==> src/rtl/pcwd_pkg.sv <==
// ----------------------------------------------------------------------------
// pcwd_pkg
// Shared constants and types for the per-channel weight dequantizer.
// ----------------------------------------------------------------------------
package pcwd_pkg;

  localparam int unsigned MaxChannels = 1024;
  localparam int unsigned TblAw       = $clog2(MaxChannels);
  localparam int unsigned InnerMax    = 1048576;

  localparam int unsigned ModeW   = 2;
  localparam int unsigned BitsW   = 4;
  localparam int unsigned ChanW   = 11;
  localparam int unsigned InnerW  = 21;
  localparam int unsigned CfgW    = 21;
  localparam int unsigned CfgIdxW = 2;

  localparam int unsigned ScaleW  = 32;
  localparam int unsigned WeightW = 8;
  localparam int unsigned ResW    = 40;
  localparam int unsigned IposW   = 20;
  localparam int unsigned CposW   = 10;

  // divider: dividend is the Q16.16 scale shifted up by 8
  localparam int unsigned DivW    = ScaleW + 8;
  localparam int unsigned DivisW  = 15;
  localparam int unsigned DivCntW = $clog2(DivW);

  localparam logic [CfgIdxW-1:0] CFG_MODE     = 2'd0;
  localparam logic [CfgIdxW-1:0] CFG_BITS     = 2'd1;
  localparam logic [CfgIdxW-1:0] CFG_CHANNELS = 2'd2;
  localparam logic [CfgIdxW-1:0] CFG_INNER    = 2'd3;

  localparam logic [ModeW-1:0] MODE_PER_LAYER = 2'd0;

  localparam logic KIND_SCALE  = 1'b0;
  localparam logic KIND_WEIGHT = 1'b1;

  typedef enum logic [4:0] {
    ST_IDLE  = 5'b00001,
    ST_READ  = 5'b00010,
    ST_MUL   = 5'b00100,
    ST_DIV   = 5'b01000,
    ST_WRITE = 5'b10000
  } state_e;

  typedef struct packed {
    logic capture;  // latch input transaction, advance counters on weights
    logic div_step; // one quotient bit
    logic mem_wr;   // store saturated quotient
    logic mem_rd;   // fetch selected scale
    logic out_load; // load product into output register
  } cmd_t;

  typedef struct packed {
    logic div_last;  // final quotient bit this step
    logic out_ready; // output register can take a product
  } status_t;

endpackage

==> src/rtl/pcwd_ctrl.sv <==
// ----------------------------------------------------------------------------
// pcwd_ctrl
// Sequencer: accepts transactions and steps the datapath through fetch,
// multiply, divide and table write.
// ----------------------------------------------------------------------------
module pcwd_ctrl (
  input  logic              clk_i,
  input  logic              rst_ni,
  input  logic              in_valid_i,
  input  logic              kind_i,
  input  pcwd_pkg::status_t status_i,
  output logic              in_stall_o,
  output pcwd_pkg::cmd_t    cmd_o
);

  pcwd_pkg::state_e state_d, state_q;

  always_comb begin
    state_d = state_q;
    cmd_o   = '0;
    unique case (state_q)
      pcwd_pkg::ST_IDLE: begin
        if (in_valid_i) begin
          cmd_o.capture = 1'b1;
          state_d = (kind_i == pcwd_pkg::KIND_WEIGHT) ? pcwd_pkg::ST_READ
                                                      : pcwd_pkg::ST_DIV;
        end
      end
      pcwd_pkg::ST_READ: begin
        cmd_o.mem_rd = 1'b1;
        state_d      = pcwd_pkg::ST_MUL;
      end
      pcwd_pkg::ST_MUL: begin
        if (status_i.out_ready) begin
          cmd_o.out_load = 1'b1;
          state_d        = pcwd_pkg::ST_IDLE;
        end
      end
      pcwd_pkg::ST_DIV: begin
        cmd_o.div_step = 1'b1;
        if (status_i.div_last) state_d = pcwd_pkg::ST_WRITE;
      end
      pcwd_pkg::ST_WRITE: begin
        cmd_o.mem_wr = 1'b1;
        state_d      = pcwd_pkg::ST_IDLE;
      end
      default: state_d = pcwd_pkg::ST_IDLE;
    endcase
  end

  assign in_stall_o = (state_q != pcwd_pkg::ST_IDLE);

  always_ff @(posedge clk_i or negedge rst_ni) begin
    if (!rst_ni) begin
      state_q <= pcwd_pkg::ST_IDLE;
    end else begin
      state_q <= state_d;
    end
  end

endmodule

==> config.mk <==
export PLATFORM = sky130hd
export DESIGN_NAME = pcwd_ctrl
export DESIGN_NICKNAME = d
export VERILOG_FILES = /design/src/rtl/pcwd_pkg.sv /design/src/rtl/pcwd_ctrl.sv
export SDC_FILE = /design/constraint.sdc
export NUM_CORES = 1
export LEC_CHECK = 0
export ABC_AREA = 1
export BUFFER_PORTS_ARGS = -buffer_cell sky130_fd_sc_hd__buf_2
export CAP_MARGIN = 40
export CORE_AREA = 2 2 39 41
export DETAILED_ROUTE_END_ITERATION = 10
export DIE_AREA = 0 0 41 43
export PLACE_DENSITY = 0.43
export RECOVER_POWER = 25
export SYNTH_ARGS = -nofsm -noshare
export SYNTH_HDL_FRONTEND = slang
export SYNTH_SLANG_ARGS = --single-unit
==> constraint.sdc <==
create_clock -name clk_i -period 2.6 [get_ports clk_i]
set_clock_uncertainty 0.1 [all_clocks]
set_input_delay 0.39 -clock clk_i [delete_from_list [all_inputs] [get_ports clk_i]]
set_output_delay 0.39 -clock clk_i [all_outputs]
set_load 0.02 [all_outputs]
Word level (Yosys, flattened, before mapping):

Cells that the tools add are included.

* bits in registers: 5
* latch bits: 0
* RAM bits: 0
* memory bits (read-only): 0
* bits of input ports: 6
* output and inout port bits: 6
* logic and storage cells: 23
* memories kept: 0

* add/subtract/negate cells: 0
* multiply operators: 0
* divide/modulo/power cells: 0
* $lt $le $gt $ge: 0
* equal/unequal tests: 9
* shift-type cells: 0
* mux-type cells: 12
* bitwise operators: 0
* reductions and logical operators: 1

Operators with widths (number)
* one-hot mux 5 bit (4 select lines): 1
* 2-to-1 mux 5 bit: 3
* 2-to-1 mux 1 bit: 7
* != test 2 bit, second input constant: 3
* equality test 5 x 1 -> 1 bit, second input constant: 1
* equality test 5 x 2 -> 1 bit, second input constant: 1
* equality test 5 x 3 -> 1 bit, second input constant: 1
* equality test 5 x 4 -> 1 bit, second input constant: 1
* equality test 5 bit, second input constant: 1
* != test 5 x 1 -> 1 bit, second input constant: 1
* 2-to-1 mux 4 bit: 1
* AND reduction 3 bit: 1

Longest topological paths before layout:

Gate-level depths: netlist of run 1.

* depth in word-level cells: 3
* depth in mapped cells: 6
* depth with buffers taken out: 6

Worst setup path before layout of run 1:

No wires, ideal clock.

* path type: register to output
* from: register state_q[0]
* to: output cmd_o[4] in the netlist's numbering
* arrival time: 977 ps
* required time: 2110 ps
* path slack: 1133 ps
* stages on the path, launching flop included: 5
* path buffers: 0
* path through: dfstp_2 > inv_2 > nor2_4 > nand3_4 > nor2_4

RTL lines
* from (decl): line pcwd_ctrl.sv:16 `pcwd_pkg::state_e state_d, state_q;`
* from (signal assigned): line pcwd_ctrl.sv:55 `state_q <= pcwd_pkg::ST_IDLE;`
* from (signal assigned): line pcwd_ctrl.sv:57 `state_q <= state_d;`
* to (decl): line pcwd_ctrl.sv:13 `output pcwd_pkg::cmd_t cmd_o`

==> results_dict.tcl, run 1 <==
set metrics [dict create \
    grt_pass1_wl_mm 1.06 \
    area_overhead_of_the_layout_relative_to_synthesis_pct 33.7 \
    cts.sinks 5 \
    post_synthesis_cell_area_um2 327 \
    cts.repair_timing.setup_buffer_count 0 \
    globalRouteTotalUtil_pct 8.98 \
    gr-max-usage-layer "met2" \
    antenna_cells 0 \
    crit_fanout 3 \
    avg_wl_per_cell_um 8.42 \
    net-switching-power_uw 181 \
    core_ar_mm2 0.00138 \
    post_cts.resized_instances 0 \
    multiInputGateArea_um2 155 \
    fin_hold_ws_ps 238 \
    largest_register_ffs 5 \
    pin_count_of_the_biggest_net_entering_global_routing 9 \
    dominant_combinational_cell_family_by_area_after_synthesis "simple AND/OR/NAND/NOR gates" \
    netlist.top_cell.by_area "dfrtp_1" \
    cp-end-kind "primary output" \
    timing_worst_slew_pin_value_ps 271 \
    holdPathEnd "state_q[3]" \
    detail-route-antenna-nets 0 \
    p_int_uw 237 \
    clock_latency_ps 240 \
    final_min_period_over_clock_period_pct 67.8 \
    yosys-mux-area-fraction_pct 0 \
    hold_path_depth 2 \
    initial_antenna_violation_count 0 \
    yosys.area_share.simple_pct 43.3 \
    p_clk_share_pct 21.0 \
    clk_root_buffer_cell "clkbuf_4" \
    reg2reg_setup_slack_ps 1420 \
    layout_commonest_cell "buf_2" \
    detailedRoute.firstPassIterationCount 2 \
    criticalPathCategory "flip-flop to primary output" \
    hold_fails_final_rpt 0 \
    unrepaired_setup_endpoints_after_global_routing "false" \
    ff_latch_area_um2 126 \
    comb_power_share_pct 49.0 \
    relSlewSlack_pct 81.9 \
    layout_common_cells "buf_2, inv_1, nor2_1" \
    number_of_remaining_drc_errors 0 \
    post_synth_xor_area_fraction_pct 0 \
    num_io_pins 12 \
    dp_hpwl_um 532 \
    grt_overflow_total 0 \
    hold_path.startpoint "kind_i" \
    finalWeightedCongestion 0.703 \
    run_status "complete, no violations" \
    peakVddDrop_mv 0.249 \
    cp_data_required_time_ps 2110 \
    cp-start-kind "flip-flop" \
    slew_violations 0 \
    yosys.cell_types.count 13 \
    syn-instance-count 42 \
    max_flop_register "state_q" \
    post_synthesis_share_of_cell_area_spent_on_full_adders_half_adders_and_majority_gates_pct 0 \
    io_buffers 11 \
    dieWidth_um 41 \
    post_layout_nonfiller_instances 74 \
    synth_compound_area_share_pct 4.21 \
    sw_frac_of_total_pct 43.4 \
    fp-row-count 14 \
    start_util_pct 23.6 \
    final_setup_violating_endpoints 0 \
    synth.top_cell.area_share_pct 30.7 \
    yosys_register_bits 5 \
    die-area_mm2 0.00176 \
    worstReg2RegStart "state_q[0]" \
    dp.cells 69 \
    max_clock_freq_mhz 567 \
    synth.area.top_cells "dfrtp_1, inv_1, nor2_4" \
    dr.first_iter.drc_count 1 \
    die_h_um 43 \
    routed_wl_um 623 \
    vias 294 \
    clockBufferDepth 2 \
    fin_tns_setup_ps 0 \
    syn_nets 48 \
    layout.filler_cells 169 \
    grt_util_met3_pct 1.57 \
    post_route_cells_drive_above_1_share_pct 41.4 \
    reg_top3 "state_q x5" \
    global_route.usage.met2_pct 12.5 \
    worst_r2r_path_depth 6 \
    p_seq_share_pct 30.0 \
    cts_tree "built" \
    clock_transition_at_the_registers_of_the_reported_paths_ps 40 \
    cts_made_buffers 3 \
    power_density_mw_per_mm2 958 \
    synth-seq-area-share_pct 38.7 \
    worstPathArrival_ps 1270 \
    yosys_warnings 0 \
    cap_viol_max_count 0 \
    via_per_inst 3.97 \
    synth_area_per_cell_um2 7.78 \
    fin_crit_ps 1760 \
    num-nets-final 65 \
    hold_path.class "primary input to flip-flop" \
    r2r_end "state_q[3]" \
    vias_in_the_first_global_route 269 \
    clock_tree.htree_level_count 1 \
    power.static_leakage_uw 0.000256 \
    grtUsageMet1_pct 12.1 \
]
## critical path, cell delays in order, from the launching register on
cell,delay (ps)
dfstp_2,540
inv_2,40
nor2_4,100
nand3_4,90
nor2_4,100
buf_2,170
## synth_stat cells, drive strengths merged
master,number
o21ai,2
nand2,3
dfstp,1
dfrtp,4
nand4,3
inv,12
nor2,11
nand3,6
## worst max path at each step
stage	from	cells after the start	end
floorplan	state_q[0]	4	cmd_o[4]
global placement	state_q[0]	5	cmd_o[4]
detailed placement	state_q[0]	5	cmd_o[4]
CTS	state_q[0]	5	cmd_o[4]
global route	state_q[1]	4	cmd_o[3]
finish	state_q[0]	5	cmd_o[4]
## power by group through the flow
stage          sequential [µW]  clock (µW)  combinational [µW]
2_1_floorplan              124           0                 164
3_3_place_gp               127           0                 209
3_5_place_dp               127           0                 208
4_1_cts                    126        93.4                 209
5_1_grt                    129        96.8                 234
6_report                   126        87.9                 205
## per-layer routing
layer	routed length, µm	vias to the layer above
met5	0	-
met4	0	0
met3	33	0
met2	285	7
met1	305	123
li1	-	164
## through the flow
stage	area, µm²	total power (µW)	util (%)	setup slack [ps]
after floorplan	327	288	-	1130
final	437	418	31.6	836
after detailed placement	402	335	29.0	1070
after global routing	437	459	31.6	734
after CTS	438	428	31.6	811
after global placement	402	336	29.0	1080
## timing repair
item                                    CTS  global route
endpoints found under the hold margin     4             0
endpoints found under the setup margin    0             0
hold buffers                              1             0
## cell families (layout without fill, tap and decap cells)
family	Yosys count	count (layout)
AOI/OAI and AO/OA	2	2
buffers and inverters	12	28
DFF	5	5
and+or+nand+nor	23	23
## area by class of cell
class,instances,area share (%)
multi-input cells,25,35.5
flip-flops and latches,5,28.9
repair buffers,12,14.6
inverters,12,10.3
clock buffers,4,6.02
well taps,16,4.58
Power figures use the tool's default switching activity.
==> run 2: changes to the inputs <==
- clock period: 2.6 -> 1.67 ns (I/O delays scaled with it)
==> run 2 against run 1 <==
  * Cell count is the same
  * Wire length up 7.7%
  * Largest power group unchanged
  * Critical path depth unchanged
  * Setup slack lost 780 ps
  * Count of clock-buffer cells in the layout unchanged
  * Highest routed layer unchanged
==> results_dict.tcl, run 2 (same netlist as run 1, synthesis figures left out) <==
set metrics [dict create \
    power.static_leakage_uw 0.000258 \
    fin_crit_ps 1610 \
    critPathSlowestCell "dfstp_2" \
    die-area_mm2 0.00176 \
    cts.repair_timing.setup_buffer_count 0 \
    clk_root_buffer_cell "clkbuf_4" \
    vias_in_the_first_global_route 288 \
    globalRouteTotalUtil_pct 10.2 \
    dr.first_iter.drc_count 6 \
    final_min_period_over_clock_period_pct 96.7 \
    reg2reg_setup_slack_ps 440 \
    max_clock_freq_mhz 619 \
    critical_path.most_common_cell "nor2_4" \
    largest_register_ffs 5 \
    die_h_um 43 \
    worstPathCellList "inv_2 -> nor2_4 -> nand3_4 -> nor2_4 -> buf_6" \
    cp_data_required_time_ps 1320 \
    post_route_cells_drive_above_1_share_pct 41.4 \
    pin_count_of_the_biggest_net_entering_global_routing 9 \
    cap_viol_max_count 0 \
    reg_top3 "state_q x5" \
    dieWidth_um 41 \
    criticalPathCategory "flip-flop to primary output" \
    net-switching-power_uw 290 \
    cp-end-kind "primary output" \
    grt_overflow_total 0 \
    dp_hpwl_um 538 \
    post-route-util_pct 32.0 \
    start_util_pct 23.6 \
    peakVddDrop_mv 0.452 \
    p_int_uw 379 \
    comb_power_share_pct 50.6 \
    cts_tree "built" \
    detail-route-antenna-nets 0 \
    num-nets-final 65 \
    via_per_inst 3.95 \
    clock_transition_at_the_registers_of_the_reported_paths_ps 40 \
    fp-row-count 14 \
    fin_tns_setup_ps 0 \
    crit_fanout 3 \
    worstPathArrival_ps 1260 \
    dp.cells 69 \
    hold_path.class "primary input to flip-flop" \
    area_overhead_of_the_layout_relative_to_synthesis_pct 35.6 \
    clock_tree.htree_level_count 1 \
    final_setup_violating_endpoints 0 \
    antenna_cells 0 \
    timing_worst_slew_pin_value_ps 257 \
    cts_made_buffers 3 \
    clockBufferDepth 2 \
    power_density_mw_per_mm2 1510 \
    max_flop_register "state_q" \
    hold_fails_final_rpt 0 \
    p_seq_share_pct 29.4 \
    unrepaired_setup_endpoints_after_global_routing "true" \
    cts.sinks 5 \
    post_layout_nonfiller_instances 74 \
    vias 292 \
    finalWeightedCongestion 0.708 \
    grt_pass1_wl_mm 1.15 \
    detailedRoute.firstPassIterationCount 4 \
    cpPeakStageDelay_ps 550 \
    layout.filler_cells 167 \
    clock_latency_ps 240 \
    core_ar_mm2 0.00138 \
    cp-start-kind "flip-flop" \
    slew_violations 0 \
    initial_antenna_violation_count 0 \
    avg_wl_per_cell_um 9.07 \
    p_clk_share_pct 20.0 \
    layout_common_cells "inv_1, buf_2, nor2_1" \
    run_status "complete, no violations" \
    relSlewSlack_pct 82.9 \
    dpl-instance-area_um2 402 \
    io_buffers 11 \
    number_of_remaining_drc_errors 0 \
    num_io_pins 12 \
    sw_frac_of_total_pct 43.4 \
    final_cell_area_um2 443 \
    routed_wl_um 671 \
]
[run 2: cell count changes in the layout (fill, tap and decap cells not counted)]
cell	previous run	this run
buf_2	10	9
buf_6	0	1
[run 2: area by class of cell]
class	count	area, µm²	area share (%)
timing repair buffer	12	70.1	15.8
tap	16	20.0	4.52
inverter	12	45.0	10.2
sequential	5	126	28.5
clock buffer	4	26.3	5.93
multi-input combinational	25	155	35.0
[run 2: metrics by stage]
| step | power (µW) | setup WS [ps] | hold WS (ps) |
|---|---|---|---|
| after floorplan | 449 | 343 | -145 |
| after global placement | 527 | 286 | -27.9 |
| after detailed placement | 525 | 280 | -30.2 |
| after CTS | 668 | 17.3 | 98.8 |
| after global routing | 736 | -27.5 | 89.7 |
| final | 670 | 55.4 | 106 |
[run 2: final timing paths]
path,startpoint,to,depth (start not counted)
worst max-delay path,state_q[0],cmd_o[4],5
worst min-delay path,kind_i,state_q[3],2
worst max register to register,state_q[0],state_q[3],6
worst min register to register,state_q[4],state_q[0],3
max in group asynchronous,rst_ni,state_q[0],2
min in group asynchronous,rst_ni,state_q[1],2
[run 2: power by group through the flow]
stage               Combinational, µW  Sequential, µW  Clock (µW)
finish                            339             197         134
global route                      379             202         154
CTS                               328             197         143
detailed placement                326             199           0
global placement                  328             199           0
floorplan                         255             194           0
[run 2: critical path, delay by kind of cell (launching register included)]
family	cells	cell delay [ps]
flip-flops	1	550
buffers and inverters	2	180
AND/OR/NAND/NOR	3	300
[run 2: layer usage]
layer  vias to the layer above  wire length [µm]  global-route usage, %
li1                        160                 -                      -
met1                       120               320                   13.9
met2                        12               318                   12.8
met3                         0                32                   3.14
met4                         0                 0                   8.00
met5                         -                 0                      0
[run 2: repair_timing]
item                       4_1_cts  5_1_grt
resized for setup                0        2
hold endpoints to repair         5        0
setup endpoints to repair        0        3
hold buffers                     1        0
==> run 3: changes to the inputs <==
--- a/config.mk
+++ b/config.mk
@@ -11,4 +11,6 @@
 export CORE_AREA = 2 2 39 41
+export CTS_CLUSTER_DIAMETER = 60
 export DETAILED_ROUTE_END_ITERATION = 10
 export DIE_AREA = 0 0 41 43
+export HOLD_SLACK_MARGIN = 0.06
 export PLACE_DENSITY = 0.43
==> constraint.sdc (replaced) <==
create_clock -name clk_i -period 1.67 [get_ports clk_i]
set_clock_uncertainty 0.1 [all_clocks]
set_input_delay 0.0835 -clock clk_i [delete_from_list [all_inputs] [get_ports clk_i]]
set_output_delay 0.0835 -clock clk_i [all_outputs]
set_load 0.02 [all_outputs]
==> run 3 against run 2 <==
  * Sequential cell count did not move
  * Largest cell class unchanged
  * Fmax rose by 9.8%
  * Count of clock-buffer cells in the layout did not move
  * Via count fell by 0.34%
  * Register-to-register slack improved by 30 ps
  * Die area did not move
  * Utilization rose by 0.27 points
==> results_dict.tcl, run 3 (same netlist as run 1, synthesis figures left out) <==
set metrics [dict create \
    io_buffers 11 \
    die_h_um 43 \
    clock_tree.htree_level_count 1 \
    timing_worst_slew_pin_value_ps 244 \
    layout_commonest_cell "buf_2" \
    critPathSlowestCell "dfstp_2" \
    clock_transition_at_the_registers_of_the_reported_paths_ps 40 \
    crit_fanout 3 \
    pin_count_of_the_biggest_net_entering_global_routing 9 \
    antenna_cells 0 \
    vias 291 \
    run_status "complete, no violations" \
    layout_common_cells "buf_2, inv_1, nor2_1" \
    final_setup_violating_endpoints 0 \
    max_clock_freq_mhz 680 \
    start_util_pct 23.6 \
    dr.first_iter.drc_count 2 \
    fp-row-count 14 \
    area_overhead_of_the_layout_relative_to_synthesis_pct 36.8 \
    globalRouteTotalUtil_pct 9.01 \
    largest_register_ffs 5 \
    fin_hold_ws_ps 67.1 \
    detailedRoute.firstPassIterationCount 2 \
    cp-end-kind "primary output" \
    worstPathCellList "inv_2 -> nor2_4 -> nand3_4 -> nor2_4 -> buf_2" \
    unrepaired_setup_endpoints_after_global_routing "false" \
    slew_violations 0 \
    power_density_mw_per_mm2 1460 \
    number_of_remaining_drc_errors 0 \
    num-nets-final 66 \
    hold_path.class "primary input to flip-flop" \
    grt_overflow_total 0 \
    grtUsageMet1_pct 13.2 \
    gr-max-usage-layer "met1" \
    peakVddDrop_mv 0.481 \
    worstPathArrival_ps 1290 \
    grt_util_met3_pct 1.57 \
    clock_latency_ps 230 \
    max_flop_register "state_q" \
    critPathBufInv 2 \
    final_min_period_over_clock_period_pct 88.1 \
    initial_antenna_violation_count 0 \
    global_route.usage.met2_pct 10.6 \
    dieWidth_um 41 \
    vias_in_the_first_global_route 267 \
    cp-start-kind "flip-flop" \
    dp_hpwl_um 519 \
    routed_wl_um 623 \
    post_route_cells_drive_above_1_share_pct 40.7 \
    power.static_leakage_uw 0.000261 \
    avg_wl_per_cell_um 8.31 \
    fin_tns_setup_ps 0 \
    reg_top3 "state_q x5" \
    criticalPathCategory "flip-flop to primary output" \
    layout.filler_cells 162 \
    relSlewSlack_pct 83.7 \
    cpPeakStageDelay_ps 550 \
    cts_tree "built" \
    cp_data_required_time_ps 1490 \
    detail-route-antenna-nets 0 \
    finalWeightedCongestion 0.668 \
    die-area_mm2 0.00176 \
    hold_fails_final_rpt 0 \
    cts.sinks 5 \
    num_io_pins 12 \
    fin_crit_ps 1470 \
    clk_root_buffer_cell "clkbuf_4" \
    clockBufferDepth 2 \
    cts_made_buffers 3 \
    via_per_inst 3.88 \
    core_ar_mm2 0.00138 \
    cap_viol_max_count 0 \
    critical_path.most_common_cell "nor2_4" \
    cts.repair_timing.setup_buffer_count 0 \
    grt_pass1_wl_mm 1.06 \
    family_with_the_most_delay_on_the_worst_path "flip-flops" \
]
==> run 3: final cells by class <==
cell class	instances	area, µm²	area share, %
timing repair buffer	13	73.8	16.5
multi-input combinational	25	155	34.7
clock buffer	4	26.3	5.88
inverter	12	45.0	10.1
tap	16	20.0	4.48
sequential	5	126	28.3
==> run 3: power breakdown <==
group          total [µW]  switching [µW]  internal [µW]  leakage [µW]
Sequential            198            35.4            162     0.0000651
Clock                 134            44.4           90.0     0.0000150
Combinational         322             204            118      0.000180
Total                 654             284            370      0.000261
==> run 3: stage by stage <==
stage               setup WS [ps]  instances  cell area [µm²]  power [µW]  util, %
floorplan                     363         42              327         449        -
global placement              448         69              402         525     29.0
detailed placement            437         69              402         525     29.0
CTS                           175         75              448         670     32.4
global route                  112         75              447         724     32.3
finish                        199         75              447         654     32.3
==> run 3: worst reg2reg max path, cell delays in order (launching register included) <==
cell,delay [ps]
dfstp_2,550
inv_2,50
nor2_4,100
nand3_4,90
nor2_4,100
inv_2,50
o21ai_2,90
==> run 3: path summary, 6_finish.rpt <==
kind | startpoint | end | slack (ps) | cells after the start
hold / removal | in_valid_i | state_q[0] | 70 | 4
hold reg to reg | state_q[4] | state_q[0] | 510 | 3
setup / recovery | state_q[0] | cmd_o[4] | 200 | 5
setup reg to reg | state_q[0] | state_q[3] | 470 | 6
max in group asynchronous | rst_ni | state_q[0] | 1090 | 2
min in group asynchronous | rst_ni | state_q[4] | 120 | 2
==> run 3: per-layer routing <==
layer,vias up,part of all wire [%]
met5,-,0
li1,165,-
met2,7,45
met4,0,0
met1,119,50
met3,0,5.8
==> run 3: repair_timing <==
| action | 4_1_cts | 5_1_grt |
|---|---|---|
| hold buffers | 2 | 0 |
| hold endpoints to repair | 7 | 0 |
| resized for setup | 0 | 0 |
